File: src/hw/rtl/gbe_pkg.sv
// ----------------------------------------------------------------------------
// gbe_pkg: shared types and constants of the gap-buffer engine
// Store geometry, command codes, sequencer states and the structs that pass
// between the controller, the byte mover and the store RAM.
// ----------------------------------------------------------------------------
`default_nettype none

package gbe_pkg;

    // Store geometry
    localparam int STORE_DEPTH = 4096;
    localparam int ADDR_W      = $clog2(STORE_DEPTH);
    localparam int PTR_W       = $clog2(STORE_DEPTH + 1);

    // Fixed field widths of the command and result ports
    localparam int OPCODE_W = 3;
    localparam int BYTE_W   = 8;
    localparam int COUNT_W  = 13;

    // Width that holds both a requested move count and a pointer
    localparam int CMP_W = (COUNT_W > PTR_W) ? COUNT_W : PTR_W;

    localparam logic [PTR_W-1:0] DEPTH_PTR = PTR_W'(STORE_DEPTH);

    typedef enum logic [OPCODE_W-1:0] {
        OP_CLEAR     = 3'd0,
        OP_INSERT    = 3'd1,
        OP_DELETE    = 3'd2,
        OP_BACKSPACE = 3'd3,
        OP_LEFT      = 3'd4,
        OP_RIGHT     = 3'd5,
        OP_PEEK      = 3'd6
    } t_opcode;

    typedef enum logic [4:0] {
        ST_IDLE   = 5'b00001,
        ST_DECODE = 5'b00010,
        ST_MOVE   = 5'b00100,
        ST_FETCH  = 5'b01000,
        ST_RESULT = 5'b10000
    } t_state;

    // Block copy request from the controller to the mover
    typedef struct packed {
        logic              go;
        logic              down;
        logic [ADDR_W-1:0] src;
        logic [ADDR_W-1:0] dst;
        logic [PTR_W-1:0]  count;
    } t_move_req;

    typedef struct packed {
        logic busy;
    } t_move_sts;

    // One read and one write access to the store RAM
    typedef struct packed {
        logic              re;
        logic [ADDR_W-1:0] raddr;
        logic              we;
        logic [ADDR_W-1:0] waddr;
        logic [BYTE_W-1:0] wdata;
    } t_ram_port;

endpackage

`default_nettype wire

File: src/hw/rtl/gbe_mover.sv
// ----------------------------------------------------------------------------
// gbe_mover: byte-by-byte block copy across the gap
// Read one source byte a cycle and write it in the following cycle; step both
// addresses up or down through one shared step value.
// ----------------------------------------------------------------------------
`default_nettype none

module gbe_mover
    import gbe_pkg::*;
(
    input  wire logic              i_clk,
    input  wire logic              i_rst_n,
    input  wire t_move_req         i_req,
    input  wire logic [BYTE_W-1:0] i_rd_data,
    output t_move_sts              o_sts,
    output t_ram_port              o_ram
);

    logic [ADDR_W-1:0] r_src;
    logic [ADDR_W-1:0] r_dst;
    logic [ADDR_W-1:0] r_wr_addr;
    logic [PTR_W-1:0]  r_left;
    logic              r_wr_pend;
    logic              r_down;
    logic [ADDR_W-1:0] step;
    logic              reading;

    // All ones steps down by one
    assign step    = r_down ? {ADDR_W{1'b1}} : ADDR_W'(1);
    assign reading = (r_left != '0);

    always_ff @(posedge i_clk) begin
        if (!i_rst_n) begin
            r_left    <= '0;
            r_wr_pend <= 1'b0;
        end else if (i_req.go) begin
            r_src     <= i_req.src;
            r_dst     <= i_req.dst;
            r_down    <= i_req.down;
            r_left    <= i_req.count;
            r_wr_pend <= 1'b0;
        end else begin
            r_wr_pend <= reading;
            if (reading) begin
                r_src     <= r_src + step;
                r_dst     <= r_dst + step;
                r_wr_addr <= r_dst;
                r_left    <= r_left - PTR_W'(1);
            end
        end
    end

    always_comb begin
        o_ram.re    = reading;
        o_ram.raddr = r_src;
        o_ram.we    = r_wr_pend;
        o_ram.waddr = r_wr_addr;
        o_ram.wdata = i_rd_data;
        o_sts.busy  = reading | r_wr_pend;
    end

endmodule

`default_nettype wire

File: config.mk
export PLATFORM = sky130hd
export DESIGN_NAME = gbe_mover
export DESIGN_NICKNAME = d
export VERILOG_FILES = /design/src/hw/rtl/gbe_pkg.sv /design/src/hw/rtl/gbe_mover.sv
export SDC_FILE = /design/constraint.sdc
export NUM_CORES = 1
export LEC_CHECK = 0
export BUFFER_PORTS_ARGS = -buffer_cell sky130_fd_sc_hd__buf_2
export CORE_MARGIN = 5
export CORE_UTILIZATION = 25
export DETAILED_ROUTE_END_ITERATION = 10
export HOLD_SLACK_MARGIN = 0.06
export PLACE_DENSITY = 0.46
export SYNTH_ARGS = -nofsm -noshare
export SYNTH_HDL_FRONTEND = slang
export SYNTH_SLANG_ARGS = --single-unit
File: constraint.sdc
create_clock -name i_clk -period 4.1 [get_ports i_clk]
set_input_delay 0 -clock i_clk [delete_from_list [all_inputs] [get_ports i_clk]]
set_output_delay 0 -clock i_clk [all_outputs]
set_load 0.02 [all_outputs]
# Word level (Yosys, flattened, before mapping)
# Cells that the tools add are included.
word_totals:
  regBits: 51
  inputBits: 49
  out_inout_bits: 35
classes:
  add_sub_neg: 3
  mux: 7
  n_bitwise: 3
  n_reduce_logical: 6
ops:
  columns: ["op", "n"]
  rows:
  - ["2-to-1 mux 12 bit", 5]
  - ["2-to-1 mux 13 bit", 2]
  - ["adder 12 bit", 2]
  - ["nonzero test 13 bit", 1]
  - ["subtractor 13 x 1 -> 13 bit, second input constant", 1]
  - ["AND reduction 2 bit", 2]
  - ["AND reduction 3 bit", 1]
  - ["inverter 1 bit", 2]
  - ["nonzero test 2 bit", 1]
  - ["OR reduction 2 bit", 1]
  - ["bitwise OR 1 bit", 1]

# Logic depth before layout (Yosys ltp)
# Gate-level depths: netlist (run 1).
logic_depth:
  ltp_word: 4
  depth_mapped: 8
  ltp_nobuf: 7

# Least setup slack after synthesis (run 1)
# Ideal clock, no wire load.
synth_timing:
  path_kind: "register -> register"
  start: "register r_down"
  end: "register r_src[8] (data pin)"
  arrival_ns: 2.158
  required_time_ns: 3.961
  slack_ns: 1.803
  path_stages_with_launch: 8
  path_buffers: 0
  path_cell_list: "edfxtp_1 inv_1 fa_1 nor2b_1 o31a_1 o31a_1 mux2_1 nor2_1"
synth_between:
  elab_chain_cells: 4
synth_rtl:
  columns: ["element", "line_no", "rtl"]
  rows:
  - ["start: declaration", "gbe_mover.sv:24", "logic r_down;"]
  - ["start signal: assignment", "gbe_mover.sv:39", "r_down <= i_req.down;"]
  - ["2-to-1 mux 12 bit", "gbe_mover.sv:29", "assign step = r_down ? {ADDR_W{1'b1}} : ADDR_W'(1);"]
  - ["adder 12 bit", "gbe_mover.sv:45", "r_src <= r_src + step;"]
  - ["2-to-1 mux 12 bit", "gbe_mover.sv:44", "if (reading) begin"]
  - ["2-to-1 mux 12 bit", "gbe_mover.sv:36", "end else if (i_req.go) begin"]
  - ["end signal: assignment", "gbe_mover.sv:37", "r_src <= i_req.src;"]
  - ["end signal: assignment", "gbe_mover.sv:45", null]
  - ["end: declaration", "gbe_mover.sv:19", "logic [ADDR_W-1:0] r_src;"]
# Every way passes these cells. The select of a mux whose other input is x is not followed.
# A chain may end at the register's enable or synchronous reset.

# Final worst setup path (run 1)
layout_timing:
  start: "register r_down"
  end: "register r_src[11] (data pin)"
# The elaborated chain is that of the path after synthesis.

==> flow_results.xml, run 1 <==
<?xml version="1.0" encoding="UTF-8"?>
<metrics>
  <group name="power_and_ir_drop">
    <metric name="vdd.ir_drop.worst" unit="mV">0.189</metric>
    <metric name="power.density_cell_area" unit="mW/mm^2">412</metric>
    <metric name="total_leakage_power" unit="uW">0.00179</metric>
  </group>
  <group name="logic_synthesis">
    <metric name="synth-compound-area-share" unit="%">19.4</metric>
    <metric name="mappedNetlistArea" unit="sq mm">0.00314</metric>
    <metric name="synth.net_count" unit="">386</metric>
    <metric name="syn_area_per_cell" unit="sq um">10.0</metric>
    <metric name="synth.yosys.seq_area_share" unit="%">44.2</metric>
    <metric name="synth.area.mux_share" unit="%">1.39</metric>
    <metric name="synth_top_family_by_area" unit="">compound AO/OA/AOI/OAI gates</metric>
    <metric name="synth_seq_cells" unit="">51</metric>
    <metric name="synth_enable_flop_cells" unit="">37</metric>
    <metric name="synth_cells" unit="">313</metric>
    <metric name="synth.lib_cells_used.distinct" unit="">48</metric>
    <metric name="synth_simple_gate_area_share" unit="%">13.5</metric>
    <metric name="yosys.area_share.xor_xnor" unit="%">6.13</metric>
    <metric name="synth-warning-count" unit="">0</metric>
    <metric name="post_synth_fa_ha_maj_area_fraction" unit="%">10.0</metric>
    <metric name="synth_ff_type" unit="">sky130_fd_sc_hd__edfxtp_1</metric>
    <metric name="async_flop_share" unit="%">0</metric>
  </group>
  <group name="timing">
    <metric name="worstMarginPinSlew" unit="ns">1.02</metric>
    <metric name="fmaxAchievable" unit="MHz">362</metric>
    <metric name="slew_viol_final" unit="">0</metric>
    <metric name="setup_ws" unit="ns">1.33</metric>
    <metric name="rsz0062_at_grt" unit="">false</metric>
    <metric name="final_period_minus_worst_setup_slack" unit="ns">2.77</metric>
    <metric name="hold_violations" unit="">0</metric>
    <metric name="clock-skew-final" unit="ns">0.00713</metric>
    <metric name="max-slew-margin-rel" unit="%">32.1</metric>
    <metric name="setup_total_negative_slack" unit="ns">0</metric>
    <metric name="finalSetupViolCount" unit="">0</metric>
    <metric name="timing.final.crit_share" unit="%">67.4</metric>
  </group>
  <group name="grt">
    <metric name="vias_in_the_first_global_route" unit="">2762</metric>
    <metric name="grt.overflow.total" unit="">0</metric>
    <metric name="grt_first_pass_wirelength" unit="um">13500</metric>
    <metric name="antenna_found_initial" unit="">1</metric>
    <metric name="grt_start_max_net_pins" unit="">57</metric>
    <metric name="grt.total_usage" unit="%">11.4</metric>
  </group>
  <group name="place">
    <metric name="placement.setup.worst_slack" unit="ns">1.33</metric>
    <metric name="routability_cong" unit="">0.758</metric>
    <metric name="io_buffers" unit="">67</metric>
    <metric name="placed_cells" unit="">534</metric>
    <metric name="hpwl" unit="um">5690</metric>
  </group>
  <group name="critical_path">
    <metric name="cp.buffers_inverters" unit="">0</metric>
    <metric name="cp_top_family" unit="">flip-flops</metric>
    <metric name="timing.critical_path.cells" unit="">ha_1 &gt; a211oi_1 &gt; o211ai_1 &gt; a31oi_1 &gt; xnor2_1 &gt; mux2_2</metric>
    <metric name="cp_data_arrival_time" unit="ns">2.81</metric>
    <metric name="cp_max_fo" unit="">23</metric>
    <metric name="required" unit="ns">4.15</metric>
    <metric name="critical_path.max_stage_delay" unit="ns">0.97</metric>
    <metric name="crit_path_top_delay_cell" unit="">sky130_fd_sc_hd__edfxtp_1</metric>
    <metric name="nature_of_the_critical_path_endpoint" unit="">register</metric>
    <metric name="critical_path_class" unit="">register to register</metric>
    <metric name="timing.critical_path.from_type" unit="">register</metric>
  </group>
  <group name="layout">
    <metric name="fillcell_total" unit="">1274</metric>
    <metric name="drive_gt1_share" unit="%">20.4</metric>
    <metric name="most_used_cells_in_the_layout_excluding_fill_and_tap_cells" unit="">sky130_fd_sc_hd__buf_2, sky130_fd_sc_hd__dlygate4sd3_1, sky130_fd_sc_hd__nand2_1, sky130_fd_sc_hd__edfxtp_1, sky130_fd_sc_hd__o21ai_0</metric>
    <metric name="mostFrequentLayoutCell" unit="">sky130_fd_sc_hd__buf_2</metric>
    <metric name="diodes" unit="">0</metric>
    <metric name="areaGrowthSynthToFinish" unit="%">36.5</metric>
    <metric name="instances_no_fill" unit="">593</metric>
    <metric name="finalNetCount" unit="">493</metric>
  </group>
  <group name="route">
    <metric name="remaining_drc_errors" unit="">0</metric>
    <metric name="wl_per_cell" unit="um">13.6</metric>
    <metric name="route.antenna.remaining_nets" unit="">0</metric>
    <metric name="viasPerCell" unit="">4.52</metric>
    <metric name="drt-pass1-iter-count" unit="">4</metric>
    <metric name="via_count" unit="">2680</metric>
    <metric name="drt_first_iter_violations" unit="">95</metric>
    <metric name="detail_route.wirelength" unit="um">8090</metric>
  </group>
  <group name="clocking">
    <metric name="root_buffer" unit="">sky130_fd_sc_hd__clkbuf_16</metric>
    <metric name="cts_setup_buffers" unit="">0</metric>
    <metric name="cts-root-to-sink-buffers" unit="">2</metric>
    <metric name="cts_tree" unit="">yes</metric>
    <metric name="ctsHtreeMaxLevel" unit="">2</metric>
    <metric name="clock_transition_at_path_regs" unit="ns">0.07</metric>
    <metric name="numCtsBuffers" unit="">5</metric>
    <metric name="tritoncts_num_sinks" unit="">51</metric>
    <metric name="clkLatencyLatePin" unit="ns">0.30</metric>
  </group>
  <group name="floorplanning">
    <metric name="initial_core_util" unit="%">25.2</metric>
    <metric name="design.die.area" unit="sq mm">0.0149</metric>
    <metric name="die-width" unit="um">122</metric>
    <metric name="io_pins" unit="">84</metric>
    <metric name="core-area" unit="sq mm">0.0125</metric>
    <metric name="rows" unit="">41</metric>
    <metric name="die_h" unit="um">122</metric>
  </group>
  <group name="job">
    <metric name="cap_viol_max_count" unit="">0</metric>
  </group>
  <group name="hold_path">
    <metric name="hold_path_class" unit="">input pin to register</metric>
  </group>
  <group name="outcome">
    <metric name="outcome" unit="">complete, no violations</metric>
  </group>
</metrics>
==> worst reg2reg max path, delay by kind of cell, from the launching register on <==
kind	cells	cell delay, ns
DFF	1	0.97
AOI/OAI and AO/OA	3	0.80
adders and majority gates	1	0.40
muxes	1	0.26
xor gates and xnor gates	1	0.10
==> registers in the layout, summed over array words and instances, names as in the netlist <==
register	flops
r_down	1
r_dst	12
r_left	13
r_src	12
r_wr_addr	12
r_wr_pend	1
==> synth_stat cells (all sizes together), types with 3 or more instances <==
cell type / count / area, sq um
o21a: 4 / 30.0
and3: 5 / 31.3
a21o: 10 / 75.1
xnor2: 13 / 114
nor3: 6 / 30.0
edfxtp: 37 / 1110
inv: 14 / 52.6
nor4: 6 / 58.8
o211ai: 4 / 30.0
a31oi: 3 / 18.8
a211oi: 6 / 45.0
xor2: 9 / 78.8
a21oi: 18 / 90.1
o31a: 3 / 26.3
nand3: 3 / 15.0
nor2b: 7 / 43.8
o31ai: 7 / 57.6
a31o: 3 / 26.3
and2: 4 / 25.0
buf: 13 / 91.3
mux2: 3 / 33.8
clkbuf: 6 / 22.5
dfxtp: 14 / 280
o21ai: 31 / 159
ha: 22 / 275
nor2: 8 / 30.0
nand2: 39 / 149
==> power by group <==
group,switching (uW),total [uW],internal [uW]
clock network,199,549,350
registers,48.0,679,631
logic,291,538,247
total,538,1770,1230
==> metal layers <==
layer  vias up  GRT usage, %  wire, um
met5         -             0         9
met4         2          3.15       104
met3         7          2.41       392
met2        69          19.4      3850
met1      1240          14.6      3730
li1       1362             -         -
==> stage by stage <==
stage | util [%] | hold WS, ns | area (sq um) | total power, uW
after floorplan | - | 0.0989 | 3140 | 1060
after global placement | 28.8 | 0.000236 | 3590 | 1180
after detailed placement | 28.8 | 0.000236 | 3590 | 1180
after CTS | 34.4 | 0.145 | 4290 | 1780
after global routing | 34.4 | 0.159 | 4290 | 1880
final | 34.4 | 0.130 | 4290 | 1770
==> area by class of cell <==
cell class / count / area, sq um / share of cell area [%]
well taps: 172 / 215 / 5.01
inverters: 14 / 52.6 / 1.22
flip-flops and latches: 51 / 1390 / 32.4
repair buffers: 119 / 853 / 19.9
clock buffers: 5 / 125 / 2.92
multi-input cells: 229 / 1590 / 37.0
clock inverters: 3 / 67.6 / 1.57
==> cell families (layout without fill, tap and decap cells) <==
kind of cell    after synthesis  after routing
compound gates               95             95
xor+xnor                     22             22
fa+ha+maj                    24             24
buf+inv                      33            141
flops                        51             51
mux                           4              4
simple gates                 84             84
==> repair_timing <==
action,in CTS,in global routing
gates resized for setup,0,0
hold buffers,51,0
endpoints found under the setup margin,0,0
hold endpoints to repair,44,0
==> worst paths after layout <==
| check | cells after the start | slack, ns | end | from |
|---|---|---|---|---|
| worst max-delay path | 6 | 1.33 | r_src[11] | r_down |
| worst min-delay path | 3 | 0.13 | r_dst[4] | i_req[17] |
| worst max register to register | 6 | 1.33 | r_src[11] | r_down |
| worst min register to register | 0 | 0.47 | r_wr_addr[7] | r_dst[7] |
No activity file was read; power rests on OpenSTA's default activity.
==> run 2, diff against run 1 <==
PLACE_DENSITY = 0.47   (was 0.46)
clock period = 2.5 ns   (was 4.1 ns; I/O delays follow)
==> run 2 against run 1 <==
  * Sequential share of layout area is 0.066 points lower
  * First-iteration DRC count is 27% higher
  * Critical path type unchanged
  * Cell count is 1.0% higher
  * Clock power is 23% higher
  * Largest power group unchanged
  * Sequential cell count stayed put
  * Clock-buffer cell count is 2 higher
  * Highest routed layer is now met4
==> flow_results.xml, run 2 (same netlist as run 1, synthesis figures left out) <==
<?xml version="1.0" encoding="UTF-8"?>
<metrics>
  <group name="clocking">
    <metric name="cts_setup_buffers" unit="">0</metric>
    <metric name="root_buffer" unit="">sky130_fd_sc_hd__clkbuf_16</metric>
    <metric name="tritoncts_num_sinks" unit="">51</metric>
    <metric name="clock_transition_at_path_regs" unit="ns">0.07</metric>
    <metric name="numCtsBuffers" unit="">5</metric>
    <metric name="ctsHtreeMaxLevel" unit="">2</metric>
    <metric name="cts_tree" unit="">yes</metric>
    <metric name="cts-root-to-sink-buffers" unit="">2</metric>
    <metric name="clkLatencyLatePin" unit="ns">0.29</metric>
  </group>
  <group name="route">
    <metric name="drt-pass1-iter-count" unit="">4</metric>
    <metric name="detail_route.wirelength" unit="um">8280</metric>
    <metric name="wl_per_cell" unit="um">13.8</metric>
    <metric name="viasPerCell" unit="">4.43</metric>
    <metric name="drt_first_iter_violations" unit="">121</metric>
    <metric name="route.antenna.remaining_nets" unit="">0</metric>
    <metric name="remaining_drc_errors" unit="">0</metric>
    <metric name="via_count" unit="">2655</metric>
  </group>
  <group name="timing">
    <metric name="timing.final.crit_share" unit="%">91.8</metric>
    <metric name="max-slew-margin-rel" unit="%">57.4</metric>
    <metric name="fmaxAchievable" unit="MHz">436</metric>
    <metric name="finalSetupViolCount" unit="">0</metric>
    <metric name="slew_viol_final" unit="">0</metric>
    <metric name="final_period_minus_worst_setup_slack" unit="ns">2.30</metric>
    <metric name="hold_violations" unit="">0</metric>
    <metric name="rsz0062_at_grt" unit="">false</metric>
    <metric name="worstMarginPinSlew" unit="ns">0.639</metric>
    <metric name="clock-skew-final" unit="ns">0.00522</metric>
    <metric name="setup_total_negative_slack" unit="ns">0</metric>
  </group>
  <group name="job">
    <metric name="cap_viol_max_count" unit="">0</metric>
  </group>
  <group name="outcome">
    <metric name="outcome" unit="">complete, no violations</metric>
  </group>
  <group name="critical_path">
    <metric name="timing.critical_path.cells" unit="">buf_12 &gt; ha_1 &gt; a211oi_1 &gt; o211ai_1 &gt; a31oi_2 &gt; xnor2_1 &gt; mux2_2</metric>
    <metric name="cp_max_fo" unit="">23</metric>
    <metric name="nature_of_the_critical_path_endpoint" unit="">register</metric>
    <metric name="cp.buffers_inverters" unit="">1</metric>
    <metric name="cp_top_family" unit="">compound AO/OA/AOI/OAI gates</metric>
    <metric name="timing.critical_path.from_type" unit="">register</metric>
    <metric name="critical_path.max_stage_delay" unit="ns">0.41</metric>
    <metric name="critical_path_class" unit="">register to register</metric>
    <metric name="required" unit="ns">2.54</metric>
    <metric name="crit_path_top_delay_cell" unit="">sky130_fd_sc_hd__edfxtp_1</metric>
    <metric name="cp_data_arrival_time" unit="ns">2.34</metric>
  </group>
  <group name="layout">
    <metric name="finalNetCount" unit="">499</metric>
    <metric name="mostFrequentLayoutCell" unit="">sky130_fd_sc_hd__buf_2</metric>
    <metric name="registers.top_by_ff_count" unit="">r_left</metric>
    <metric name="largest_register_ffs" unit="">13</metric>
    <metric name="drive_gt1_share" unit="%">21.3</metric>
    <metric name="areaGrowthSynthToFinish" unit="%">36.8</metric>
    <metric name="finalInstanceArea" unit="sq mm">0.00430</metric>
    <metric name="instances_no_fill" unit="">599</metric>
    <metric name="most_used_cells_in_the_layout_excluding_fill_and_tap_cells" unit="">sky130_fd_sc_hd__buf_2, sky130_fd_sc_hd__dlygate4sd3_1, sky130_fd_sc_hd__nand2_1, sky130_fd_sc_hd__edfxtp_1, sky130_fd_sc_hd__o21ai_0</metric>
    <metric name="diodes" unit="">0</metric>
  </group>
  <group name="floorplanning">
    <metric name="core-area" unit="sq mm">0.0125</metric>
    <metric name="die_h" unit="um">122</metric>
    <metric name="io_pins" unit="">84</metric>
    <metric name="die-width" unit="um">122</metric>
    <metric name="initial_core_util" unit="%">25.2</metric>
    <metric name="rows" unit="">41</metric>
    <metric name="design.die.area" unit="sq mm">0.0149</metric>
  </group>
  <group name="grt">
    <metric name="busiest_layer" unit="">met2</metric>
    <metric name="grt_start_max_net_pins" unit="">34</metric>
    <metric name="grt.overflow.total" unit="">0</metric>
    <metric name="vias_in_the_first_global_route" unit="">2789</metric>
    <metric name="grt_first_pass_wirelength" unit="um">13400</metric>
    <metric name="grt.total_usage" unit="%">11.4</metric>
    <metric name="global_route.usage.met1" unit="%">13.9</metric>
    <metric name="grtUsageMet2" unit="%">20.4</metric>
    <metric name="antenna_found_initial" unit="">0</metric>
    <metric name="grt_use_met3" unit="%">2.09</metric>
  </group>
  <group name="place">
    <metric name="placed_cells" unit="">540</metric>
    <metric name="io_buffers" unit="">67</metric>
    <metric name="routability_cong" unit="">0.779</metric>
    <metric name="hpwl" unit="um">5920</metric>
    <metric name="dpl-instance-area" unit="sq mm">0.00365</metric>
  </group>
  <group name="power_and_ir_drop">
    <metric name="total_leakage_power" unit="uW">0.00180</metric>
    <metric name="power.share.sequential" unit="%">41.1</metric>
    <metric name="pwr-share-comb" unit="%">33.8</metric>
    <metric name="internal_pwr_total" unit="uW">1830</metric>
    <metric name="clock_power_share" unit="%">25.1</metric>
    <metric name="power.density_cell_area" unit="mW/mm^2">625</metric>
    <metric name="vdd.ir_drop.worst" unit="mV">0.240</metric>
    <metric name="total_switching_power" unit="uW">863</metric>
    <metric name="power.share.switching" unit="%">32.1</metric>
  </group>
  <group name="hold_path">
    <metric name="hold_path_class" unit="">input pin to register</metric>
  </group>
</metrics>
## run 2: cell count changes in the layout (fill, tap and decap cells not counted)
cell,delta
sky130_fd_sc_hd__buf_4,+5
sky130_fd_sc_hd__a31oi_1,-1
sky130_fd_sc_hd__clkbuf_1,+2
sky130_fd_sc_hd__a31oi_2,+1
sky130_fd_sc_hd__buf_12,+1
sky130_fd_sc_hd__clkinvlp_4,-1
sky130_fd_sc_hd__bufinv_16,-2
sky130_fd_sc_hd__clkinv_2,+1
## run 2: timing repair
item                                    4_1_cts  5_1_grt
gates resized for setup                       0        1
hold endpoints to repair                     44        0
hold buffers                                 51        0
endpoints found under the setup margin        0        1
## run 2: routing by layer
metal | wire, um | part of all wire (%) | up-vias
met2 | 4040 | 49 | 55
met1 | 3840 | 46 | 1214
met3 | 320 | 3.9 | 7
met5 | 0 | 0 | -
li1 | - | - | 1379
met4 | 87 | 1.1 | 0
## run 2: path summary, 6_finish.rpt
kind              from            to  slack [ns]  cells after the start
max             r_down     r_src[11]        0.20                      7
min          i_req[17]      r_dst[4]        0.14                      3
max reg2reg     r_down     r_src[11]        0.20                      7
min reg2reg   r_dst[7]  r_wr_addr[7]        0.47                      0
## run 2: worst reg2reg max path: cells and delay by family, from the launching register on
family,cells,cell delay [ns]
flip-flops,1,0.41
buffers and inverters,1,0.19
AO/OA/AOI/OAI,3,0.81
multiplexers,1,0.26
XOR/XNOR,1,0.08
adder cells (fa/ha/maj),1,0.30
## run 2: final cells by class
cell class / instances / area (sq um)
Clock inverter: 1 / 5.00
Tap cell: 172 / 215
Clock buffer: 7 / 133
Sequential cell: 51 / 1390
Multi-Input combinational cell: 229 / 1590
Inverter: 14 / 52.6
Timing Repair Buffer: 125 / 911
Fill cell: 1297 / 8170
## run 2: through the flow
stage          hold slack [ns]  total power (uW)  setup WS, ns  utilization [%]
2_1_floorplan           0.0989              1740         0.203                -
3_5_place_dp          0.000137              1950         0.167             29.2
6_report                 0.135              2690         0.204             34.5
4_1_cts                  0.135              2730         0.151             34.4
5_1_grt                  0.150              2870        0.0466             34.5
3_3_place_gp          0.000137              1950         0.277             29.2
## run 2: power by group through the flow
stage | combinational [uW] | sequential [uW] | clock [uW]
floorplan | 579 | 1160 | 0
global placement | 822 | 1130 | 0
detailed placement | 828 | 1130 | 0
CTS | 912 | 1110 | 708
global route | 1020 | 1120 | 732
finish | 908 | 1110 | 675
